[src/hw/rtl/smo_ram.sv]
module smo_ram #(
    parameter int WIDTH = 16,
    parameter int DEPTH = 256
) (
    input  logic                     aclk,
    input  logic                     we,
    input  logic [$clog2(DEPTH)-1:0] addr,
    input  logic [WIDTH-1:0]         wdata,
    output logic [WIDTH-1:0]         rdata
);

    logic [WIDTH-1:0] mem [DEPTH];

    always_ff @(posedge aclk) begin
        if (we) begin
            mem[addr] <= wdata;
        end
        rdata <= mem[addr];
    end

endmodule

[config.mk]
export PLATFORM = sky130hd
export DESIGN_NAME = smo_ram
export DESIGN_NICKNAME = d
export VERILOG_FILES = /design/src/hw/rtl/smo_ram.sv
export SDC_FILE = /design/constraint.sdc
export NUM_CORES = 2
export LEC_CHECK = 0
export BUFFER_PORTS_ARGS = -buffer_cell sky130_fd_sc_hd__buf_2
export CAP_MARGIN = 15
export CORE_ASPECT_RATIO = 1.2
export CORE_MARGIN = 8
export CORE_UTILIZATION = 35
export CTS_BUF_LIST = sky130_fd_sc_hd__clkbuf_4 sky130_fd_sc_hd__clkbuf_8
export CTS_CLUSTER_DIAMETER = 120
export DETAILED_ROUTE_END_ITERATION = 10
export SYNTH_ARGS = -nofsm -noshare
export SYNTH_HDL_FRONTEND = slang
export SYNTH_SLANG_ARGS = --single-unit
[constraint.sdc]
create_clock -name aclk -period 3.5 [get_ports aclk]
set_input_delay 0.525 -clock aclk [delete_from_list [all_inputs] [get_ports aclk]]
set_output_delay 0.525 -clock aclk [all_outputs]
set_load 0.05 [all_outputs]
==> impl_metrics.csv <==
group,metric,value,unit
power_and_ir_drop,leakage,56.1,nW
cts,cts_tree,"yes",
synth,ys_seq_area_share,79.4,%
grt,grt_pass1_wl,598000,um
final_layout,multi_input_area,30700,um^2
grt,antenna_found_initial,29,
grt,grt_pass1_vias,79565,
status,violations,"max-slew violations",
route,viasPerCell,5.45,
synth,async_flop_share,0,%
power_and_ir_drop,irDropWorstVdd,275,uV
synth,synth_compound_area_share,3.66,%
synth,post-synth-top-area-cell,"edfxtp_1",
final_layout,drive_above_1_share,35.1,%
route,drt_iter0_markers,8482,
floorplanning,core_area,443000,um^2
synth,synth_edf_count,4096,
placed_design,dp_hpwl,259000,um
route,routed-wl-met2,213000,um
cts,cts_setup_buffers,0,
power_and_ir_drop,swShare,22.0,%
route,met3_length,33000,um
grt,grt_usage,17.6,%
floorplanning,die_h,746,um
power_and_ir_drop,p_sw,21.4,mW
synth,synth-simple-area-share,0.907,%
worst_setup_path,crit_path_end_kind,"flip-flop",
grt,gr-total-overflow,0,
cts,cts_sinks,4112,
synth,synth_top_area_share,79.1,%
final_layout,area_growth,16.8,%
status,status,"finished with violations",
cts,clk_path_buf_depth,4,
timing,fmax,0.319,GHz
cts,cts.htree.levels,6,
cts,numCtsBuffers,596,
timing,hold_slack,0.156,ns
final_layout,finalNetCount,7770,
route,totalWireLength,423000,um
timing,report.final.slew_viol_count,45,
route,detail_route.first_pass.iterations,6,
worst_setup_path,arrival,4.02,ns
grt,grt_max_degree,136,
synth,ys_ff_latch,4112,
final_layout,seqCellArea,123000,um^2
power_and_ir_drop,seq_power_share,56.0,%
synth,syn-cell-area,155000,um^2
job,cap_violations,0,
min_path,holdCritPathClass,"in -> reg",
placed_design,gp_congestion,0.826,
final_layout,nFillCells,38345,
floorplanning,placementRows,268,
power_and_ir_drop,power.density,535,nW/um^2
power_and_ir_drop,intPower,75.7,mW
synth,avgSynthCellArea,23.1,um^2
worst_setup_path,cp_max_fo,1,
synth,yosys_warnings,0,
timing,relSlewSlack,-4.15,%
worst_setup_path,path_class,"reg -> reg",
route,vias,77023,
synth,yosys.cell_types.count,22,
synth,synth_cells,6727,
route,met1Wirelength,161000,um
power_and_ir_drop,combPwrFrac,5.4,%
synth,ys.flop_type,"edfxtp_1",
route,wl_per_cell,29.9,um
cts,clk_pin_slew,0.06,ns
cts,cts_root_buf,"clkbuf_8",
timing,tightest_slew,1.56,ns
worst_setup_path,cp.required,4.38,ns
power_and_ir_drop,power,97.1,mW
power_and_ir_drop,clkPwrFrac,38.6,%
synth,syn_nets,6753,
cts,clock_latency,1.09,ns
final_layout,layout_common_cells,"edfxtp_1 (4,096), mux4_2 (1,024), clkbuf_8 (631)",
final_layout,final_common_cell,"edfxtp_1",
synth,synth_top_family_by_area,"multiplexers",
floorplanning,dieWidth,624,um
synth,synth_area_leaders,"edfxtp_1 (79%), mux4_2 (15%), a22oi_1 (2.5%), a21oi_1 (0.82%), clkbuf_1 (0.60%)",
timing,finalSetupViolCount,0,
floorplanning,die_area,466000,um^2
placed_design,io_buffer_count,41,
route,top_layer,"met5",
timing,skew,0.0693,ns
timing,hold_violations,0,
synth,muxShareOfSynthArea,14.8,%
synth,synth_xor_area_share,0,%
timing,rsz0062_at_grt,"false",
floorplanning,start_util,35.1,%
timing,post-route-period-util,89.7,%
synth,synth_fa_ha_area_share,0,%
route,drc,0,
floorplanning,io-pin-count,42,
route,drt.antenna.violating_nets,0,
timing,fin_crit,3.14,ns
worst_setup_path,cp-start-kind,"flip-flop",
## registers in the layout, summed over array words and instances (netlist names)
register / flops
rdata: 16
mem: 4096
## per-layer routing
layer  vias up  global-route usage [%]
met3       745                    3.20
met5         -                       0
met1     41615                    22.5
met4        24                    6.71
li1      31127                       -
met2      3512                    30.0
## per-stage QoR
stage	setup TNS (ns)	area (um^2)	worst slack, ns	util, %	std cells
6_report	0	181000	0.362	41.0	14142
3_3_place_gp	-6.69	170000	-1.22	38.3	13069
4_1_cts	0	181000	0.348	41.0	14127
3_5_place_dp	-5.09	170000	-0.695	38.3	13070
5_1_grt	0	181000	0.443	41.0	14131
2_1_floorplan	0	155000	0.277	-	6727
## repair_timing
item / 4_1_cts / 5_1_grt
hold buffers: 15 / 0
resized for setup: 0 / 0
endpoints found under the hold margin: 648 / 0
## layout make-up
type	instances	share of cell area, %
Inverter	1	0.00207
Clock buffer	828	5.60
Clock inverter	214	0.712
Multi-Input combinational cell	2194	16.9
Timing Repair Buffer	839	4.70
Antenna cell	14	0.0193
Tap cell	5940	4.10
Sequential cell	4112	68.0
## synthesized netlist by cell type, types with 25 or more instances
library cell and n:
edfxtp_1 4096, mux4_2 1024, a22oi_1 512, a21oi_1 256
clkbuf_1 249, nor2_1 232, buf_2 76, o41ai_1 64
buf_1 54, nor3_1 30, nand2_1 28, buf_6 25
## worst paths after layout
path	cells past startpoint	slack (ns)	to	startpoint
setup / recovery	5	0.36	rdata[4]	mem[171][4]
hold / removal	1	0.16	mem[22][8]	wdata[8]
setup reg to reg	5	0.36	rdata[4]	mem[171][4]
hold reg to reg	6	1.05	rdata[13]	mem[82][13]
## power groups by stage
stage	registers [mW]	logic (mW)	clock network, mW
CTS	54.4	5.30	38.2
global route	54.3	5.48	40.1
global placement	55.4	5.18	0
detailed placement	55.4	5.28	0
floorplan	55.5	2.33	0
finish	54.4	5.24	37.5
## critical path, stage by stage (launching register included)
cell      delay [ns]
edfxtp_1        0.36
mux4_2          0.47
a22oi_1         0.43
a21oi_1         0.29
o41ai_1         1.16
nand4_1         0.23
## kinds of logic after synthesis
family          after synthesis
buf+inv                     421
simple gates                338
compound gates              832
mux                        1024
flops                      4112
(Power assumes the default switching activity.)
