--- config.mk ---
export PLATFORM = sky130hd
export DESIGN_NAME = smo_alu
export DESIGN_NICKNAME = d
export VERILOG_FILES = /design/src/hw/rtl/smo_pkg.sv /design/src/hw/rtl/smo_alu.sv
export SDC_FILE = /design/constraint.sdc
export NUM_CORES = 1
export LEC_CHECK = 0
export CORE_MARGIN = 4
export CORE_UTILIZATION = 55
export DETAILED_ROUTE_END_ITERATION = 8
export DONT_BUFFER_PORTS = 1
export PLACE_DENSITY = 0.67
export SYNTH_ARGS = -nofsm -noshare
export SYNTH_HDL_FRONTEND = slang
export SYNTH_SLANG_ARGS = --single-unit
--- constraint.sdc ---
create_clock -name vclk -period 7.78
set_input_delay 0.389 -clock vclk [all_inputs]
set_output_delay 0.389 -clock vclk [all_outputs]
set_load 0.1 [all_outputs]
--- src/hw/rtl/smo_pkg.sv ---
package smo_pkg;

    // Word count of the memories; a power of two between 256 and 32768.
    localparam int MEM_WORDS = 32768;
    localparam int ADDR_W    = $clog2(MEM_WORDS);

    typedef enum logic [3:0] {
        OP_SUBLEQ = 4'd0,
        OP_JMP    = 4'd1,
        OP_ADD    = 4'd2,
        OP_SUB    = 4'd3,
        OP_MOV    = 4'd4,
        OP_ZERO   = 4'd5,
        OP_PUT    = 4'd6,
        OP_GET    = 4'd7,
        OP_HALT   = 4'd8,
        OP_IJMP   = 4'd9,
        OP_ILOAD  = 4'd10,
        OP_ISTORE = 4'd11,
        OP_INC    = 4'd12,
        OP_DEC    = 4'd13,
        OP_INV    = 4'd14,
        OP_BAD    = 4'd15
    } op_t;

    typedef enum logic [1:0] {
        ACT_LOAD    = 2'd0,
        ACT_STEP    = 2'd1,
        ACT_RESTART = 2'd2
    } action_t;

    typedef enum logic [1:0] {
        ALU_ADD = 2'd0,
        ALU_SUB = 2'd1,
        ALU_INV = 2'd2
    } alu_op_t;

    typedef struct packed {
        alu_op_t     op;
        logic [15:0] a;
        logic [15:0] b;
    } alu_req_t;

    // Per-address macro descriptor stored beside each word.
    typedef struct packed {
        op_t         tag;
        logic [14:0] src;
        logic [15:0] dst;
    } meta_t;

    // Words the pc skips after a macro op (length of the replaced sequence).
    function automatic logic [5:0] op_advance(input op_t op);
        logic [5:0] adv;
        unique case (op)
            OP_SUBLEQ, OP_SUB, OP_ZERO, OP_PUT, OP_GET,
            OP_INC, OP_DEC:              adv = 6'd3;
            OP_ADD:                      adv = 6'd9;
            OP_MOV:                      adv = 6'd12;
            OP_INV:                      adv = 6'd21;
            OP_ILOAD:                    adv = 6'd24;
            OP_ISTORE:                   adv = 6'd48;
            default:                     adv = 6'd0;
        endcase
        return adv;
    endfunction

    function automatic logic [ADDR_W-1:0] wrap_addr(input logic [15:0] v);
        return v[ADDR_W-1:0];
    endfunction

endpackage

--- src/hw/rtl/smo_alu.sv ---
module smo_alu (
    input  smo_pkg::alu_req_t req,
    output logic [15:0]       y,
    output logic              le_zero
);
    import smo_pkg::*;

    always_comb begin
        unique case (req.op)
            ALU_ADD: y = req.a + req.b;
            ALU_SUB: y = req.a - req.b;
            ALU_INV: y = ~req.a;
            default: y = req.a;
        endcase
    end

    // SUBLEQ branch condition: negative or zero.
    assign le_zero = y[15] | (y == 16'd0);

endmodule

==> results of run 1 <==
==> cell type report <==
class,instances,area [um^2],share of cell area [%]
Inverter,13,48.8,2.99
Tap cell,31,38.8,2.37
Timing Repair Buffer,5,37.5,2.30
Multi-Input combinational cell,201,1510,92.3
==> cells by family after synthesis <==
family                   synth area share, %
AO/OA/AOI/OAI                           26.2
XOR/XNOR                                21.4
adder cells (fa/ha/maj)                 13.8
buffers and inverters                   9.27
multiplexers                            1.41
AND/OR/NAND/NOR                         27.8
==> metrics by stage <==
stage | setup slack [ps] | total power [mW] | cells | cell area, um^2 | hold slack, ps
final | 2610 | 0.306 | 250 | 1630 | 1040
after global routing | 2330 | 0.324 | 250 | 1630 | 1030
after CTS | 2600 | 0.306 | 250 | 1630 | 1020
after detailed placement | 2620 | 0.305 | 250 | 1630 | 1020
after global placement | 2720 | 0.303 | 250 | 1630 | 1020
after floorplan | 777 | 0.271 | 225 | 1590 | 1260
==> report_power, final <==
part	switching [mW]	internal, mW	leakage (nW)
sequential	0	0	0
combinational	0.227	0.0784	0.656
clock	0	0	0
==> critical path, stage by stage <==
cell	delay, ps
inv_1	410
nand2_1	290
o41ai_1	160
xor2_1	140
ha_1	470
nand4_2	150
a2111o_1	390
a31oi_1	180
nor2_1	80
xnor2_1	180
o21ai_2	350
or4_1	700
o31ai_4	870
==> cells in the final DEF (no fill, tap or decap), types with 4 or more instances in the layout <==
master / instances
a31oi_1: 5
o21ai_2: 4
o21ai_0: 5
a21oi_2: 4
buf_4: 5
nand3_1: 5
xor2_1: 12
inv_1: 13
a21oi_1: 12
nand2_1: 16
ha_1: 16
a21o_1: 5
xnor2_1: 27
nor2_1: 28
nor3_1: 6
==> routing by layer <==
metal,GRT usage (%),up-vias
met5,0,-
met4,0.909,0
met3,4.13,2
met2,37.8,61
met1,31.5,700
li1,-,808
==> worst paths after layout <==
| check | depth (start not counted) | start | to | slack [ps] |
|---|---|---|---|---|
| setup / recovery | 13 | req[33] | le_zero | 2610 |
| hold / removal | 1 | req[33] | y[3] | 1040 |
==> run_results.csv, run 1 <==
group,metric,value,unit
clocking,ctsResizeCount,0,
yosys,post_synth_num_cell_types,56,
critical_path,path_max_fanout,30,
drt,routed_wl,4160,um
critical_path,critPathCaptureType,"primary output",
sta,fin_crit,5170,ps
floorplanning,initial_utilization,57.8,%
yosys,synth_area,1590,um^2
sta,fin_crit_sh,66.5,%
yosys,yosysWarnings,0,
placed_design,place.gp.congestion,0.863,
sta,drv_slew,0,
yosys,yosysTopAreaCellShare,14.8,%
drt,first_pass_iters,4,
run,max-cap-violations,0,
floorplanning,num_io_pins,51,
yosys,yosysMostFrequentCell,"nor2_1",
grt,grt.total_usage,22.5,%
grt,overflow,0,
status,status,"finished clean",
drt,top_layer,"met4",
drt,drtIter0Drc,75,
grt,grt_pass1_vias,1494,
drt,wire_per_inst,16.6,um
final_layout,nFlopsAndLatches,0,
clocking,post_cts_buffers,0,
placed_design,post-dp-hpwl,3550,um
floorplanning,core_area,2760,um^2
critical_path,cp.arrival,4780,ps
yosys,ys_seq_area_share,0,%
final_layout,drive_gt1_share,11.0,%
grt,antenna_found_initial,0,
power,power_density,187,nW/um^2
grt,grt_pass1_wl,6660,um
worst_hold_path,hold_class,"in -> out",
sta,worst_slew_pin_slew,1190,ps
final_layout,clkbuf_count,0,
floorplanning,rows,19,
final_layout,diodes,0,
final_layout,seq_area,0,um^2
sta,setup_viol_count_final,0,
sta,finalHoldViolCount,0,
grt,grt_max_degree,31,
power,irDropWorstVdd,0.000153,V
final_layout,nets,272,
placed_design,port_buffers,0,
floorplanning,die_w,61.8,um
floorplanning,die_y,61.8,um
yosys,yosys-top-cells-count,"nor2_1 (28), xnor2_1 (27), a21oi_1 (16), ha_1 (16), nand2_1 (16)",
floorplanning,die_area,3820,um^2
drt,vias,1571,
power,p_leak,0.656,nW
final_layout,fillCellCount,266,
critical_path,crit_type,"in -> out",
drt,ant_nets,0,
sta,max_freq,0.193,GHz
yosys,syn_nets,276,
sta,rsz0062_at_grt,"no",
drt,dr_wl_met2,1920,um
yosys,ys_top_cells_by_area,"xnor2_1 (15%), ha_1 (13%), nor2_1 (6.6%)",
drt,via_per_inst,6.28,
critical_path,critical_path_required,7390,ps
final_layout,synthToLayoutAreaGrowth,2.59,%
final_layout,utilization,59.3,%
clocking,cts_hold_buf,0,
yosys,avgSynthCellArea,7.08,um^2
drt,route.layer.met1.wl,1820,um
sta,tns,0,ps
yosys,synthCells,225,
drt,dr_wl_met3,399,um
drt,drc_errors,0,
yosys,yosys.area.top_type,"xnor2_1",
critical_path,cp-start-kind,"input pin",
sta,relSlewSlack,20.7,%
Note: power is estimated with default switching activity, not from simulation.
==> run 2, diff against run 1 <==
==> constraint.sdc (replaced) <==
create_clock -name vclk -period 5.4
set_input_delay 0.27 -clock vclk [all_inputs]
set_output_delay 0.27 -clock vclk [all_outputs]
set_load 0.1 [all_outputs]
==> run 2 against run 1 <==
- total power rose by 48%
- clock-buffer cell count did not move
- via count rose by 4.5%
- sequential share of layout area did not move
- cell area rose by 3.1%
- utilization rose by 1.8 points
- wire length rose by 3.3%
==> run_results.csv, run 2 (synthesis gave the netlist of run 1 again) <==
group,metric,value,unit
status,status,"finished clean",
placed_design,post-place-ws,846,ps
final_layout,seq_area,0,um^2
drt,routed_wl,4290,um
sta,fin_crit_sh,85.9,%
sta,max_freq,0.216,GHz
grt,grt_max_degree,31,
sta,setup_viol_count_final,0,
sta,finalHoldViolCount,0,
floorplanning,die_area,3820,um^2
grt,grt_pass1_vias,1488,
clocking,cts_hold_buf,0,
floorplanning,rows,19,
floorplanning,core_area,2760,um^2
clocking,ctsResizeCount,0,
critical_path,path_max_fanout,9,
sta,relSlewSlack,26.1,%
placed_design,port_buffers,0,
final_layout,instances_no_fill,253,
critical_path,cp.arrival,4370,ps
critical_path,cp-start-kind,"input pin",
critical_path,cpPeakStageDelay,650,ps
sta,fin_ws,764,ps
final_layout,drive_gt1_share,13.5,%
final_layout,fillCellCount,248,
final_layout,nFlopsAndLatches,0,
sta,worst_slew_pin_slew,1110,ps
critical_path,critPathCaptureType,"primary output",
floorplanning,initial_utilization,57.8,%
sta,rsz0062_at_grt,"no",
power,p_leak,0.678,nW
final_layout,synthToLayoutAreaGrowth,5.73,%
drt,first_pass_iters,4,
grt,grt_pass1_wl,6800,um
placed_design,place.gp.congestion,0.838,
critical_path,critical_path.cell_chain,"nor4_2 > nand2_1 > o41ai_2 > xor2_1 > ha_1 > nand4_2 > a2111o_1 > a31oi_1 > nor2_1 > xnor2_1 > o21ai_4 > or4_1 > o31ai_4 > buf_4",
drt,drc_errors,0,
power,power_density,269,nW/um^2
final_layout,most-common-layout-cells,"nor2_1 (27), xnor2_1 (27), ha_1 (16)",
drt,drtIter0Drc,98,
clocking,post_cts_buffers,0,
critical_path,crit_slowest_cell,"or4_1",
floorplanning,die_y,61.8,um
critical_path,critical_path_required,5130,ps
grt,overflow,0,
final_layout,nets,275,
worst_hold_path,hold_class,"in -> out",
grt,antenna_found_initial,0,
drt,ant_nets,0,
run,max-cap-violations,0,
sta,drv_slew,0,
final_layout,clkbuf_count,0,
placed_design,dp_cells,253,
floorplanning,num_io_pins,51,
sta,tns,0,ps
floorplanning,die_w,61.8,um
drt,vias,1642,
power,irDropWorstVdd,0.000214,V
critical_path,crit_type,"in -> out",
sta,fin_crit,4640,ps
placed_design,post-dp-hpwl,3560,um
drt,via_per_inst,6.49,
final_layout,diodes,0,
drt,wire_per_inst,17.0,um
grt,grt.total_usage,23.0,%
-- run 2: cell types whose count changed in the layout (fill, tap and decap cells not counted) --
cell     change
o21ai_2      -2
nor2_1       -1
buf_4        +3
nand2_1      -1
nor2_2       +1
o41ai_2      +1
o41ai_1      -1
o21ai_4      +2
nand2_2      +1
-- run 2: through the flow --
step           power [mW]  area, um^2  hold WS (ps)  util, %
2_1_floorplan       0.400        1640           878        -
3_3_place_gp        0.449        1680           733     61.1
3_5_place_dp        0.452        1680           733     61.1
4_1_cts             0.453        1680           733     61.1
5_1_grt             0.483        1680           735     61.1
6_report            0.454        1680           734     61.1
-- run 2: report_power, final --
group	total (mW)	leakage, nW	internal (mW)	switching (mW)
Sequential	0	0	0	0
Combinational	0.454	0.678	0.121	0.333
Clock	0	0	0	0
Total	0.454	0.678	0.121	0.333
-- run 2: area by class of cell --
| type | count | area [um^2] | share of cell area (%) |
|---|---|---|---|
| well taps | 31 | 38.8 | 2.30 |
| inverters | 13 | 48.8 | 2.90 |
| repair buffers | 8 | 60.1 | 3.57 |
| multi-input cells | 201 | 1540 | 91.2 |
-- run 2: final timing paths --
path | startpoint | endpoint | slack [ps] | depth (start not counted)
setup / recovery | req[4] | le_zero | 760 | 14
hold / removal | req[33] | y[13] | 730 | 1
-- run 2: critical path: cells and delay by family --
kind                       cells  cell delay (ps)
AOI/OAI and AO/OA              5             1420
xor gates and xnor gates       2              450
adders and majority gates      1              500
buffers and inverters          1              320
and+or+nand+nor                5             1410
-- run 2: metal layers --
metal | GRT usage (%) | wire length, um | vias up
li1 | - | - | 808
met1 | 33.9 | 1950 | 769
met2 | 36.9 | 1950 | 63
met3 | 3.51 | 373 | 2
met4 | 0.909 | 14 | 0
met5 | 0 | 0 | -
